$ cat src/design/swm_pkg.sv
// ----------------------------------------------------------------------------
// swm_pkg
// Shared types and constants of the sliding window minimum block.
// ----------------------------------------------------------------------------
`default_nettype none

package swm_pkg;

  localparam int CFG_W        = 7;
  localparam int WINDOW_RESET = 3;

  typedef struct packed {
    logic load;
    logic rd_front;
    logic front_pop;
    logic front_keep;
    logic rd_back;
    logic back_pop;
    logic write;
    logic emit;
  } swm_cmd_t;

  typedef struct packed {
    logic cnt_zero;
    logic front_old;
    logic back_greater;
    logic result_due;
    logic out_free;
  } swm_status_t;

endpackage

`default_nettype wire

$ cat src/design/swm_ram.sv
// ----------------------------------------------------------------------------
// swm_ram
// Generic single write port, single read port RAM with registered read data.
// ----------------------------------------------------------------------------
`default_nettype none

module swm_ram #(
  parameter int WIDTH = 8,
  parameter int DEPTH = 16
) (
  input  wire logic                     clk,
  input  wire logic                     we,
  input  wire logic [$clog2(DEPTH)-1:0] waddr,
  input  wire logic [WIDTH-1:0]         wdata,
  input  wire logic                     re,
  input  wire logic [$clog2(DEPTH)-1:0] raddr,
  output logic      [WIDTH-1:0]         rdata
);

  logic [WIDTH-1:0] mem [DEPTH];

  always_ff @(posedge clk) begin
    if (we) begin
      mem[waddr] <= wdata;
    end
    if (re) begin
      rdata <= mem[raddr];
    end
  end

endmodule

`default_nettype wire

$ cat src/design/swm_ctrl.sv
// ----------------------------------------------------------------------------
// swm_ctrl
// Sequencer: accept, front aging, back pops, append and result hand-off.
// ----------------------------------------------------------------------------
`default_nettype none

module swm_ctrl
  import swm_pkg::*;
(
  input  wire logic        clk,
  input  wire logic        rst_n,
  input  wire logic        in_tvalid,
  output logic             in_tready,
  input  wire swm_status_t status,
  output swm_cmd_t         cmd
);

  localparam logic [2:0] S_IDLE      = 3'd0;
  localparam logic [2:0] S_FRONT_RD  = 3'd1;
  localparam logic [2:0] S_FRONT_CHK = 3'd2;
  localparam logic [2:0] S_BACK_RD   = 3'd3;
  localparam logic [2:0] S_BACK_CHK  = 3'd4;
  localparam logic [2:0] S_WRITE     = 3'd5;
  localparam logic [2:0] S_EMIT      = 3'd6;

  logic [2:0] state_r;
  logic [2:0] state_nxt;

  assign in_tready = (state_r == S_IDLE);

  always_comb begin
    state_nxt = state_r;
    cmd       = '0;
    unique case (state_r)
      S_IDLE: begin
        if (in_tvalid) begin
          cmd.load  = 1'b1;
          state_nxt = S_FRONT_RD;
        end
      end
      S_FRONT_RD: begin
        if (status.cnt_zero) begin
          state_nxt = S_WRITE;
        end else begin
          cmd.rd_front = 1'b1;
          state_nxt    = S_FRONT_CHK;
        end
      end
      S_FRONT_CHK: begin
        if (status.front_old) begin
          cmd.front_pop = 1'b1;
          state_nxt     = S_FRONT_RD;
        end else begin
          cmd.front_keep = 1'b1;
          state_nxt      = S_BACK_RD;
        end
      end
      S_BACK_RD: begin
        if (status.cnt_zero) begin
          state_nxt = S_WRITE;
        end else begin
          cmd.rd_back = 1'b1;
          state_nxt   = S_BACK_CHK;
        end
      end
      S_BACK_CHK: begin
        if (status.back_greater) begin
          cmd.back_pop = 1'b1;
          state_nxt    = S_BACK_RD;
        end else begin
          state_nxt = S_WRITE;
        end
      end
      S_WRITE: begin
        cmd.write = 1'b1;
        state_nxt = status.result_due ? S_EMIT : S_IDLE;
      end
      S_EMIT: begin
        if (status.out_free) begin
          cmd.emit  = 1'b1;
          state_nxt = S_IDLE;
        end
      end
      default: begin
        state_nxt = S_IDLE;
      end
    endcase
  end

  always_ff @(posedge clk) begin
    if (!rst_n) begin
      state_r <= S_IDLE;
    end else begin
      state_r <= state_nxt;
    end
  end

  a_emit_needs_room: assert property (@(posedge clk) disable iff (!rst_n)
    cmd.emit |-> status.out_free)
    else $error("emit without free output register");

  a_write_follows: assert property (@(posedge clk) disable iff (!rst_n)
    (state_r == S_WRITE) |=> (state_r == S_IDLE || state_r == S_EMIT))
    else $error("write not followed by idle or emit");

  a_load_only_idle: assert property (@(posedge clk) disable iff (!rst_n)
    cmd.load |=> (state_r == S_FRONT_RD))
    else $error("accept did not start front aging");

endmodule

`default_nettype wire

$ cat src/design/swm_dp.sv
// ----------------------------------------------------------------------------
// swm_dp
// Deque datapath: candidate store, pointers, window config and output register.
// ----------------------------------------------------------------------------
`default_nettype none

module swm_dp
  import swm_pkg::*;
#(
  parameter int WINDOW_MAX  = 64,
  parameter int SAMPLE_BITS = 16
) (
  input  wire logic                          clk,
  input  wire logic                          rst_n,
  input  wire swm_cmd_t                      cmd,
  output swm_status_t                        status,
  input  wire logic signed [SAMPLE_BITS-1:0] sample,
  input  wire logic                          restart,
  input  wire logic                          cfg_we,
  input  wire logic [CFG_W-1:0]              cfg_wdata,
  output logic                               out_valid,
  input  wire logic                          out_ready,
  output logic signed [SAMPLE_BITS-1:0]      out_data
);

  localparam int IDX_W   = $clog2(WINDOW_MAX);
  localparam int CNT_W   = $clog2(WINDOW_MAX + 1);
  localparam int POS_MOD = 2 * WINDOW_MAX;
  localparam int POS_W   = $clog2(POS_MOD);
  localparam int EW      = (CNT_W > CFG_W) ? CNT_W : CFG_W;
  localparam int SW      = CNT_W + 1;
  localparam int AW      = POS_W + 1;
  localparam int RAM_W   = SAMPLE_BITS + POS_W;

  logic [CFG_W-1:0]              cfg_window_r;
  logic signed [SAMPLE_BITS-1:0] s_r;
  logic signed [SAMPLE_BITS-1:0] front_r;
  logic signed [SAMPLE_BITS-1:0] pend_r;
  logic signed [SAMPLE_BITS-1:0] out_data_r;
  logic                          out_valid_r;
  logic [CNT_W-1:0]              cand_count_r;
  logic [IDX_W-1:0]              cand_head_r;
  logic [CNT_W-1:0]              fill_count_r;
  logic [POS_W-1:0]              pos_r;

  logic [EW-1:0]          cfg_ext;
  logic [EW-1:0]          eff_ext;
  logic [CNT_W-1:0]       eff_w;
  logic [SW-1:0]          back_sum;
  logic [SW-1:0]          tail_sum;
  logic [IDX_W-1:0]       back_idx;
  logic [IDX_W-1:0]       tail_idx;
  logic [IDX_W-1:0]       head_inc;
  logic [IDX_W-1:0]       raddr;
  logic [RAM_W-1:0]       rdata;
  logic [RAM_W-1:0]       wdata;
  logic signed [SAMPLE_BITS-1:0] rd_value;
  logic [POS_W-1:0]       rd_pos;
  logic [AW-1:0]          age;
  logic [CNT_W-1:0]       fill_inc;
  logic [POS_W-1:0]       pos_inc;
  logic                   out_free;

  assign cfg_ext = EW'(cfg_window_r);

  always_comb begin
    if (cfg_ext == '0) begin
      eff_ext = EW'(1);
    end else if (cfg_ext > EW'(WINDOW_MAX)) begin
      eff_ext = EW'(WINDOW_MAX);
    end else begin
      eff_ext = cfg_ext;
    end
  end

  assign eff_w = CNT_W'(eff_ext);

  assign back_sum = SW'(cand_head_r) + SW'(cand_count_r) - SW'(1);
  assign tail_sum = SW'(cand_head_r) + SW'(cand_count_r);
  assign back_idx = (back_sum >= SW'(WINDOW_MAX)) ? IDX_W'(back_sum - SW'(WINDOW_MAX))
                                                  : IDX_W'(back_sum);
  assign tail_idx = (tail_sum >= SW'(WINDOW_MAX)) ? IDX_W'(tail_sum - SW'(WINDOW_MAX))
                                                  : IDX_W'(tail_sum);
  assign head_inc = (cand_head_r == IDX_W'(WINDOW_MAX - 1)) ? '0 : cand_head_r + IDX_W'(1);

  assign raddr = cmd.rd_front ? cand_head_r : back_idx;
  assign wdata = {pos_r, s_r};

  swm_ram #(
    .WIDTH (RAM_W),
    .DEPTH (WINDOW_MAX)
  ) u_store (
    .clk   (clk),
    .we    (cmd.write),
    .waddr (tail_idx),
    .wdata (wdata),
    .re    (cmd.rd_front | cmd.rd_back),
    .raddr (raddr),
    .rdata (rdata)
  );

  assign rd_value = $signed(rdata[SAMPLE_BITS-1:0]);
  assign rd_pos   = rdata[RAM_W-1:SAMPLE_BITS];

  // position distance modulo the position range
  assign age = (pos_r >= rd_pos) ? AW'(pos_r) - AW'(rd_pos)
                                 : AW'(pos_r) + AW'(POS_MOD) - AW'(rd_pos);

  assign fill_inc = (fill_count_r == CNT_W'(WINDOW_MAX)) ? fill_count_r
                                                        : fill_count_r + CNT_W'(1);
  assign pos_inc  = (pos_r == POS_W'(POS_MOD - 1)) ? '0 : pos_r + POS_W'(1);
  assign out_free = !out_valid_r || out_ready;

  assign status.cnt_zero     = (cand_count_r == '0);
  assign status.front_old    = (age >= AW'(eff_w));
  assign status.back_greater = (rd_value > s_r);
  assign status.result_due   = (fill_inc >= eff_w);
  assign status.out_free     = out_free;

  always_ff @(posedge clk) begin
    if (!rst_n) begin
      cfg_window_r <= CFG_W'(WINDOW_RESET);
      cand_count_r <= '0;
      cand_head_r  <= '0;
      fill_count_r <= '0;
      pos_r        <= '0;
      out_valid_r  <= 1'b0;
    end else begin
      if (cfg_we) begin
        cfg_window_r <= cfg_wdata;
      end
      if (cmd.load && restart) begin
        cand_count_r <= '0;
        cand_head_r  <= '0;
        fill_count_r <= '0;
      end
      if (cmd.front_pop) begin
        cand_head_r  <= head_inc;
        cand_count_r <= cand_count_r - CNT_W'(1);
      end
      if (cmd.back_pop) begin
        cand_count_r <= cand_count_r - CNT_W'(1);
      end
      if (cmd.write) begin
        cand_count_r <= cand_count_r + CNT_W'(1);
        fill_count_r <= fill_inc;
        pos_r        <= pos_inc;
      end
      if (cmd.emit) begin
        out_valid_r <= 1'b1;
      end else if (out_ready) begin
        out_valid_r <= 1'b0;
      end
    end
  end

  always_ff @(posedge clk) begin
    if (cmd.load) begin
      s_r <= sample;
    end
    if (cmd.front_keep) begin
      front_r <= rd_value;
    end
    if (cmd.write) begin
      pend_r <= (cand_count_r == '0) ? s_r : front_r;
    end
    if (cmd.emit) begin
      out_data_r <= pend_r;
    end
  end

  assign out_valid = out_valid_r;
  assign out_data  = out_data_r;

  a_count_bound: assert property (@(posedge clk) disable iff (!rst_n)
    cand_count_r <= CNT_W'(WINDOW_MAX))
    else $error("candidate count above depth");

  a_fill_bound: assert property (@(posedge clk) disable iff (!rst_n)
    fill_count_r <= CNT_W'(WINDOW_MAX))
    else $error("fill count above depth");

  a_write_nonempty: assert property (@(posedge clk) disable iff (!rst_n)
    cmd.write |=> (cand_count_r != '0))
    else $error("deque empty after append");

  a_head_bound: assert property (@(posedge clk) disable iff (!rst_n)
    cand_head_r <= IDX_W'(WINDOW_MAX - 1))
    else $error("head index out of range");

endmodule

`default_nettype wire

$ cat src/design/sliding_window_minimum.sv
// ----------------------------------------------------------------------------
// sliding_window_minimum
// Streaming minimum over the last window_size signed samples.
// ----------------------------------------------------------------------------
// Each accepted sample runs front checks (aging out old candidates), then back
// checks (popping larger candidates), then its append, which an empty deque
// reaches directly; every deque check is one registered read of the candidate
// RAM and a compare. A due result then waits while the output register is held;
// out_tvalid rises at the edge where in_tready returns; no new sample is taken
// before the last one is through. Reset (rst_n low, synchronous) empties the
// deque and window and sets window_size to 3; the candidate RAM is not cleared.
// ----------------------------------------------------------------------------
`default_nettype none

module sliding_window_minimum
  import swm_pkg::*;
#(
  parameter int WINDOW_MAX  = 64,
  parameter int SAMPLE_BITS = 16
) (
  input  wire logic                                clk,
  input  wire logic                                rst_n,
  input  wire logic                                in_tvalid,
  output logic                                     in_tready,
  input  wire logic [((SAMPLE_BITS+7)/8)*8-1:0]    in_tdata,  // sample
  input  wire logic                                in_tuser,  // restart
  output logic                                     out_tvalid,
  input  wire logic                                out_tready,
  output logic      [((SAMPLE_BITS+7)/8)*8-1:0]    out_tdata, // window_min
  input  wire logic                                cfg_we,
  input  wire logic [CFG_W-1:0]                    cfg_wdata  // window_size
);

  localparam int DATA_W = ((SAMPLE_BITS + 7) / 8) * 8;

  swm_cmd_t                      cmd;
  swm_status_t                   status;
  logic signed [SAMPLE_BITS-1:0] min_data;

  swm_ctrl u_ctrl (
    .clk       (clk),
    .rst_n     (rst_n),
    .in_tvalid (in_tvalid),
    .in_tready (in_tready),
    .status    (status),
    .cmd       (cmd)
  );

  swm_dp #(
    .WINDOW_MAX  (WINDOW_MAX),
    .SAMPLE_BITS (SAMPLE_BITS)
  ) u_dp (
    .clk       (clk),
    .rst_n     (rst_n),
    .cmd       (cmd),
    .status    (status),
    .sample    ($signed(in_tdata[SAMPLE_BITS-1:0])),
    .restart   (in_tuser),
    .cfg_we    (cfg_we),
    .cfg_wdata (cfg_wdata),
    .out_valid (out_tvalid),
    .out_ready (out_tready),
    .out_data  (min_data)
  );

  assign out_tdata = DATA_W'($unsigned(min_data));

endmodule

`default_nettype wire
$ cat config.mk
export PLATFORM = sky130hd
export DESIGN_NAME = sliding_window_minimum
export DESIGN_NICKNAME = d
export VERILOG_FILES = /design/src/design/swm_pkg.sv /design/src/design/swm_ram.sv /design/src/design/swm_ctrl.sv /design/src/design/swm_dp.sv /design/src/design/sliding_window_minimum.sv
export SDC_FILE = /design/constraint.sdc
export NUM_CORES = 2
export LEC_CHECK = 0
export ABC_AREA = 0
export BUFFER_PORTS_ARGS = -buffer_cell sky130_fd_sc_hd__buf_4
export CAP_MARGIN = 20
export CORE_MARGIN = 5
export CORE_UTILIZATION = 30
export DETAILED_ROUTE_END_ITERATION = 16
export HOLD_SLACK_MARGIN = 0.02
export SLEW_MARGIN = 10
export SYNTH_ARGS = -nofsm -noshare
export SYNTH_HDL_FRONTEND = slang
export SYNTH_HIERARCHICAL = 1
export SYNTH_SLANG_ARGS = --single-unit
$ cat constraint.sdc
create_clock -name clk -period 4.48 [get_ports clk]
set_input_delay 0.896 -clock clk [delete_from_list [all_inputs] [get_ports clk]]
set_output_delay 0.896 -clock clk [all_outputs]
set_load 0.02 [all_outputs]
# Word level (Yosys, flattened, before mapping)
# Memories as Yosys holds them, arrays and structs flattened. A register that Yosys moved wholly into a read port is not among the register bits.
# Cells that the tools add are included.
[totals]
register_bits = 102
mem_bits_rw = 1472
input_bits = 29
output_inout_bits = 18
word_cells = 96
n_memories = 1
[mem_list]
columns = ["name", "words", "width", "rd", "rd_ports_with_merged_regs", "wr", "line", "source"]
rows = [
  ["u_dp.u_store.mem", 64, 23, 1, 1, 1, "swm_ram.sv:20", "logic [WIDTH-1:0] mem [DEPTH];"],
]
[classes]
n_addsub = 12
order_cmp = 7
n_eq_ne = 11
muxes = 42
n_bitwise = 1
reduce_logical = 11
[op_table]
columns = ["operator", "n"]
rows = [
  ["7-bit 2-to-1 mux", 9],
  ["6-bit 2-to-1 mux", 6],
  ["7-bit by 1-bit adder with 7-bit output, second input constant", 3],
  ["3-bit case mux with 7 select lines", 1],
  ["1-bit 2-to-1 mux", 17],
  ["8-bit by 7-bit >= comparator with 1-bit output, second input constant", 2],
  ["16-bit greater-than comparator", 1],
  ["16-bit 2-to-1 mux", 1],
  ["3-bit 2-to-1 mux", 5],
  ["7-bit == test, second input constant", 2],
  ["7-bit >= comparator", 2],
  ["7-bit zero test", 2],
  ["6-bit by 1-bit subtractor with 6-bit output, second input constant", 2],
  ["3-bit == test, second input constant", 3],
  ["6-bit by 7-bit adder with 8-bit output", 1],
  ["7-bit by 8-bit adder with 8-bit output, second input constant", 1],
  ["8-bit by 7-bit >= comparator with 1-bit output", 1],
  ["8-bit 2-to-1 mux", 1],
  ["7-bit by 7-bit subtractor with 8-bit output", 1],
  ["8-bit by 1-bit subtractor with 8-bit output, second input constant", 1],
  ["8-bit by 7-bit subtractor with 8-bit output", 1],
  ["7-bit greater-than comparator, second input constant", 1],
  ["7-bit by 1-bit subtractor with 7-bit output, second input constant", 1],
  ["6-bit by 1-bit adder with 6-bit output, second input constant", 1],
  ["other kinds (14)", 18],
]

# Longest topological paths before layout
[logic_depth]
depth_word = 9
ltp_mapped = 20
mapped_depth_nobuf = 19

# Cells and area by module
# Netlist, hierarchy kept.
[modules_own_cells]
columns = ["mod", "n_inst", "cells_each", "area_per_inst_um2", "seq_area_each_um2"]
rows = [
  ["swm_ram", 1, 2446, 56950.9, 44893.1],
  ["swm_dp", 1, 494, 5231.3, 2622.5],
  ["swm_ctrl", 1, 29, 231.5, 60.1],
]

# Worst setup path after synthesis
# OpenSTA, ideal clock, no wires.
[synth_path]
path_kind = "reg-to-reg"
startpoint = "register u_dp.pos_r[1]"
endpoint = "register u_dp.cand_count_r[4]"
setup_ps = 59
arrival_time_ps = 4601
t_required_ps = 4421
slack_ps = -180
path_stages_with_launch = 19
n_path_buf = 0
period_less_slack_ps = 4660
path_cell_list = "dfxtp_1 ha_1 nor2b_1 o21a_1 o21ai_0 nand2b_1 a21oi_1 xnor2_1 ha_1 a21o_1 a21oi_1 o21ai_0 or3_1 nor3b_1 or3_1 a21oi_1 o21ai_0 o311ai_0 and2_1"
[synth_rtl]
columns = ["element", "line", "source"]
rows = [
  ["from (decl)", "swm_dp.sv:44", "logic [POS_W-1:0] pos_r;"],
  ["from (signal assigned)", "swm_dp.sv:147", "pos_r <= pos_inc;"],
  ["to (signal assigned)", "swm_dp.sv:139", "cand_count_r <= cand_count_r - CNT_W'(1);"],
  ["to (signal assigned)", "swm_dp.sv:142", "cand_count_r <= cand_count_r - CNT_W'(1);"],
  ["to (signal assigned)", "swm_dp.sv:145", "cand_count_r <= cand_count_r + CNT_W'(1);"],
  ["to (decl)", "swm_dp.sv:41", "logic [CNT_W-1:0] cand_count_r;"],
]

# Final worst setup path
[layout_path]
startpoint = "register u_dp.cand_count_r[0]"
endpoint = "register u_dp.u_store.rdata[16], read port of u_dp.u_store.mem, data pin"
[layout_via]
elab_chain_cells = 5
elab_cells_between_ends = 11
cone_classes = "3 x add/sub; 1 x order compare; 5 x mux; 1 x bitwise; 1 x reduce/logical"
[layout_lines]
columns = ["element", "line", "source"]
rows = [
  ["6-bit by 7-bit adder with 8-bit output", "swm_dp.sv:78", "assign back_sum = SW'(cand_head_r) + SW'(cand_count_r) - SW'(1);"],
  ["8-bit by 1-bit subtractor with 8-bit output", "swm_dp.sv:78", ""],
  ["8-bit by 7-bit >= comparator with 1-bit output / 6-bit by 1-bit subtractor with 6-bit output (equally long branches)", "swm_dp.sv:80", "assign back_idx = (back_sum >= SW'(WINDOW_MAX)) ? IDX_W'(back_sum - SW'(WINDOW_MAX))"],
  ["6-bit 2-to-1 mux", "swm_dp.sv:80", ""],
  ["6-bit 2-to-1 mux (*)", "swm_dp.sv:86", "assign raddr = cmd.rd_front ? cand_head_r : back_idx;"],
  ["net u_dp.raddr[2]", "swm_dp.sv:54", "logic [IDX_W-1:0] raddr;"],
  ["to (decl)", "swm_ram.sv:17", "output logic [WIDTH-1:0] rdata"],
]
# The timed path passes the listed nets; every way through them passes the cells marked *.
# A chain may end at the register's enable or synchronous reset.

==> flow_summary.ini <==
[floorplan]
io_pins = 47
dieArea_um2 = 217300
dieWidth_um = 466.1
rows = 167
initial_core_util = 0.3014
core_um2 = 207100
die_h_um = 466.1

[synth]
synth_largest_type_area_fraction = 0.7501
syn_inst = 2969
synth.avg_cell_area_um2 = 21.02
synth_fp_nets = 3050
synth_area_um2 = 62410
synth-edff-count = 1559
async_reset_ff_frac = 0
ys.flop_type = edfxtp_1
yosysWarnings = 6
ys_seq_area_frac = 0.7623
synthDistinctLibCells = 61
synth_top_cell_by_area = edfxtp_1
synth_seq_cells = 1597
yosys-top-cells-area = edfxtp_1 75%, mux4_2 13%, mux2i_1 1.3%

[cells_and_area]
stdcell_count = 6186
syn2layout_area_growth_pct = 16.93
drive_gt1_frac = 0.2912
nFillCells = 19060
stdcell_area_um2 = 72980
final_nets = 3347

[placement]
placed_cells = 5890
gp_congestion = 0.8616
portBuffers = 46
dp_hpwl_um = 92580
dpl_cell_area_um2 = 67800

[sta]
worstMarginPinSlew_ns = 1.055
setup_viol = 0
fmax_ghz = 0.2325
fin_crit_ns = 4.301
slew_violations = 0
rsz0062_at_grt = true
hold_viol = 0
skew_ns = 0.02069
slew-limit-headroom = 0.2933
fin_crit_sh = 0.9600

[clock_network]
ctsRootBufferMaster = clkbuf_16
h-tree-depth = 4
clock_sinks = 1597
cts_tree = built
numCtsBuffers = 161
clkLatencyLatePin_ns = 0.78
clk_pin_slew_ns = 0.06
cts_setup_buffers = 0
clk_path_buf_depth = 3

[global_routing]
grt_pass1_wl_um = 225400
grt_max_degree = 71
first_global_vias = 30670
grt_remaining_overflow = 0
grtUsageTotal = 0.1414
antenna_found_initial = 3

[drt]
drt_first_pass_iters = 5
via_count = 31090
drt_iter0_markers = 3254
drcViolationCount = 0
vias_per_cell = 5.026
postRouteWirelength_um = 155900
drtAntennaViolNets = 0
wl_per_cell_um = 25.21

[critical_path]
cp_slowest_cell = a221oi_1
slowest_delay_ns = 0.87
required_ns = 5.10
cp_max_fo = 57
arrival_ns = 4.92
path_cells = buf_4 -> ha_1 -> fa_1 -> inv_1 -> ha_1 -> xnor2_1 -> o21ai_4 -> buf_4 -> buf_12 -> mux4_2 -> mux2i_1 -> a221oi_1 -> a21o_1
crit_path_end_kind = register
startpoint_type = register
critPathKind = register to register

[run]
timing.max_cap.violations = 0

[worst_hold_path]
worstHoldPathType = primary input to register

[status]
status = completed
-- routing by layer --
layer,vias up,wire [um],track usage
met5,-,0,0
met2,1269,73120,0.2217
met3,212,12100,0.02490
met1,16630,66200,0.2009
li1,12980,-,-
met4,0,4521,0.04531
-- layout make-up --
type	instances	area, um^2	share of cell area
inverters	38	142.6	0.001954
flip-flops and latches	1597	47580	0.6520
clock buffers	196	4245	0.05817
clock inverters	97	883.3	0.01210
multi-input cells	1185	14210	0.1947
diodes	2	5.005	0.00006858
well taps	2788	3488	0.04780
repair buffers	283	2422	0.03319
-- cells in the final DEF, fill, tap and decap left out, types with 10 or more instances in the layout --
cell type	n
nand2_1	74
clkbuf_1	31
nand4_1	13
mux4_2	368
nor2b_1	28
nor2_2	63
dfxtp_1	31
clkinv_2	27
inv_1	38
xnor2_1	18
nand3_1	43
a21o_1	10
bufinv_16	14
nand2b_1	10
clkinv_1	40
o221ai_1	12
a21oi_1	48
a22oi_1	50
clkbuf_16	165
nor2_1	35
o21ai_0	59
a211oi_1	19
nor3_1	12
buf_4	258
buf_12	24
mux2i_1	79
a22o_1	23
ha_1	50
a221oi_1	22
xor2_1	11
edfxtp_1	1559
and2_1	15
mux2_2	14
-- critical path, delay by kind of cell, from the launching register on --
kind	cells	cell delay, ns
mux	2	0.40
buf+inv	4	0.73
flops	1	0.31
compound gates	3	1.49
fa+ha+maj	3	0.97
xor+xnor	1	0.16
-- per-stage QoR --
stage / setup TNS, ns / setup WS, ns / hold slack (ns) / util
5_1_grt: -0.09219 / -0.03384 / 0.2525 / 0.3524
2_1_floorplan: 0 / 0.08625 / 0.4003 / -
3_3_place_gp: -7.838 / -0.7417 / 0.4028 / 0.3274
6_report: 0 / 0.1793 / 0.2993 / 0.3524
3_5_place_dp: -0.09245 / -0.05534 / 0.4045 / 0.3274
4_1_cts: 0 / 0.01170 / 0.2358 / 0.3522
-- state kept, by name, summed over array words and instances (netlist names) --
name,count
u_ctrl/state_r,3
u_dp/cand_count_r,7
u_dp/pos_r,7
u_dp/out_data,16
u_dp/fill_count_r,7
u_dp/front_r,16
u_dp/cand_head_r,6
u_dp/u_store/rdata,23
u_dp/s_r,16
u_dp/out_valid,1
u_dp/u_store/mem,1472
u_dp/pend_r,16
u_dp/cfg_ext,7
-- final timing paths --
check / cells after the start / slack [ns] / start / end
setup / recovery: 13 / 0.18 / u_dp/cand_count_r[0] / u_dp/u_store/rdata[16]
hold reg to reg: 0 / 0.42 / u_dp/pend_r[8] / u_dp/out_data[8]
hold / removal: 1 / 0.30 / in_tdata[0] / u_dp/s_r[0]
setup reg to reg: 13 / 0.18 / u_dp/cand_count_r[0] / u_dp/u_store/rdata[16]
-- Yosys cell counts (18+ instances only) --
cell type / instances
a211oi_1: 19
a21oi_1: 48
a221oi_1: 23
a22o_1: 23
a22oi_1: 57
buf_2: 19
buf_4: 43
clkbuf_1: 75
dfxtp_1: 38
edfxtp_1: 1559
ha_1: 50
inv_1: 38
mux2i_1: 80
mux4_2: 368
nand2_1: 74
nand3_1: 43
nor2_1: 99
nor2b_1: 30
o21ai_0: 62
xnor2_1: 18
-- kinds of logic (layout without fill, tap and decap cells) --
group | after synthesis | after routing | share of synthesized area
AO/OA/AOI/OAI | 297 | 297 | 0.03252
adder cells (fa/ha/maj) | 52 | 52 | 0.01066
buffers and inverters | 187 | 614 | 0.01493
AND/OR/NAND/NOR | 344 | 344 | 0.02722
other | 0 | 2 | 0
multiplexers | 463 | 463 | 0.1483
XOR/XNOR | 29 | 29 | 0.004069
flip-flops | 1597 | 1597 | 0.7623
-- repair_timing --
action                                  4_1_cts  5_1_grt
resized for setup                             3        6
hold buffers                                  0        0
endpoints found under the setup margin        5        7
Power is left out: the tool's default activity adds up to more than one toggle a clock period on the data nets, which glitch-free logic cannot reach.
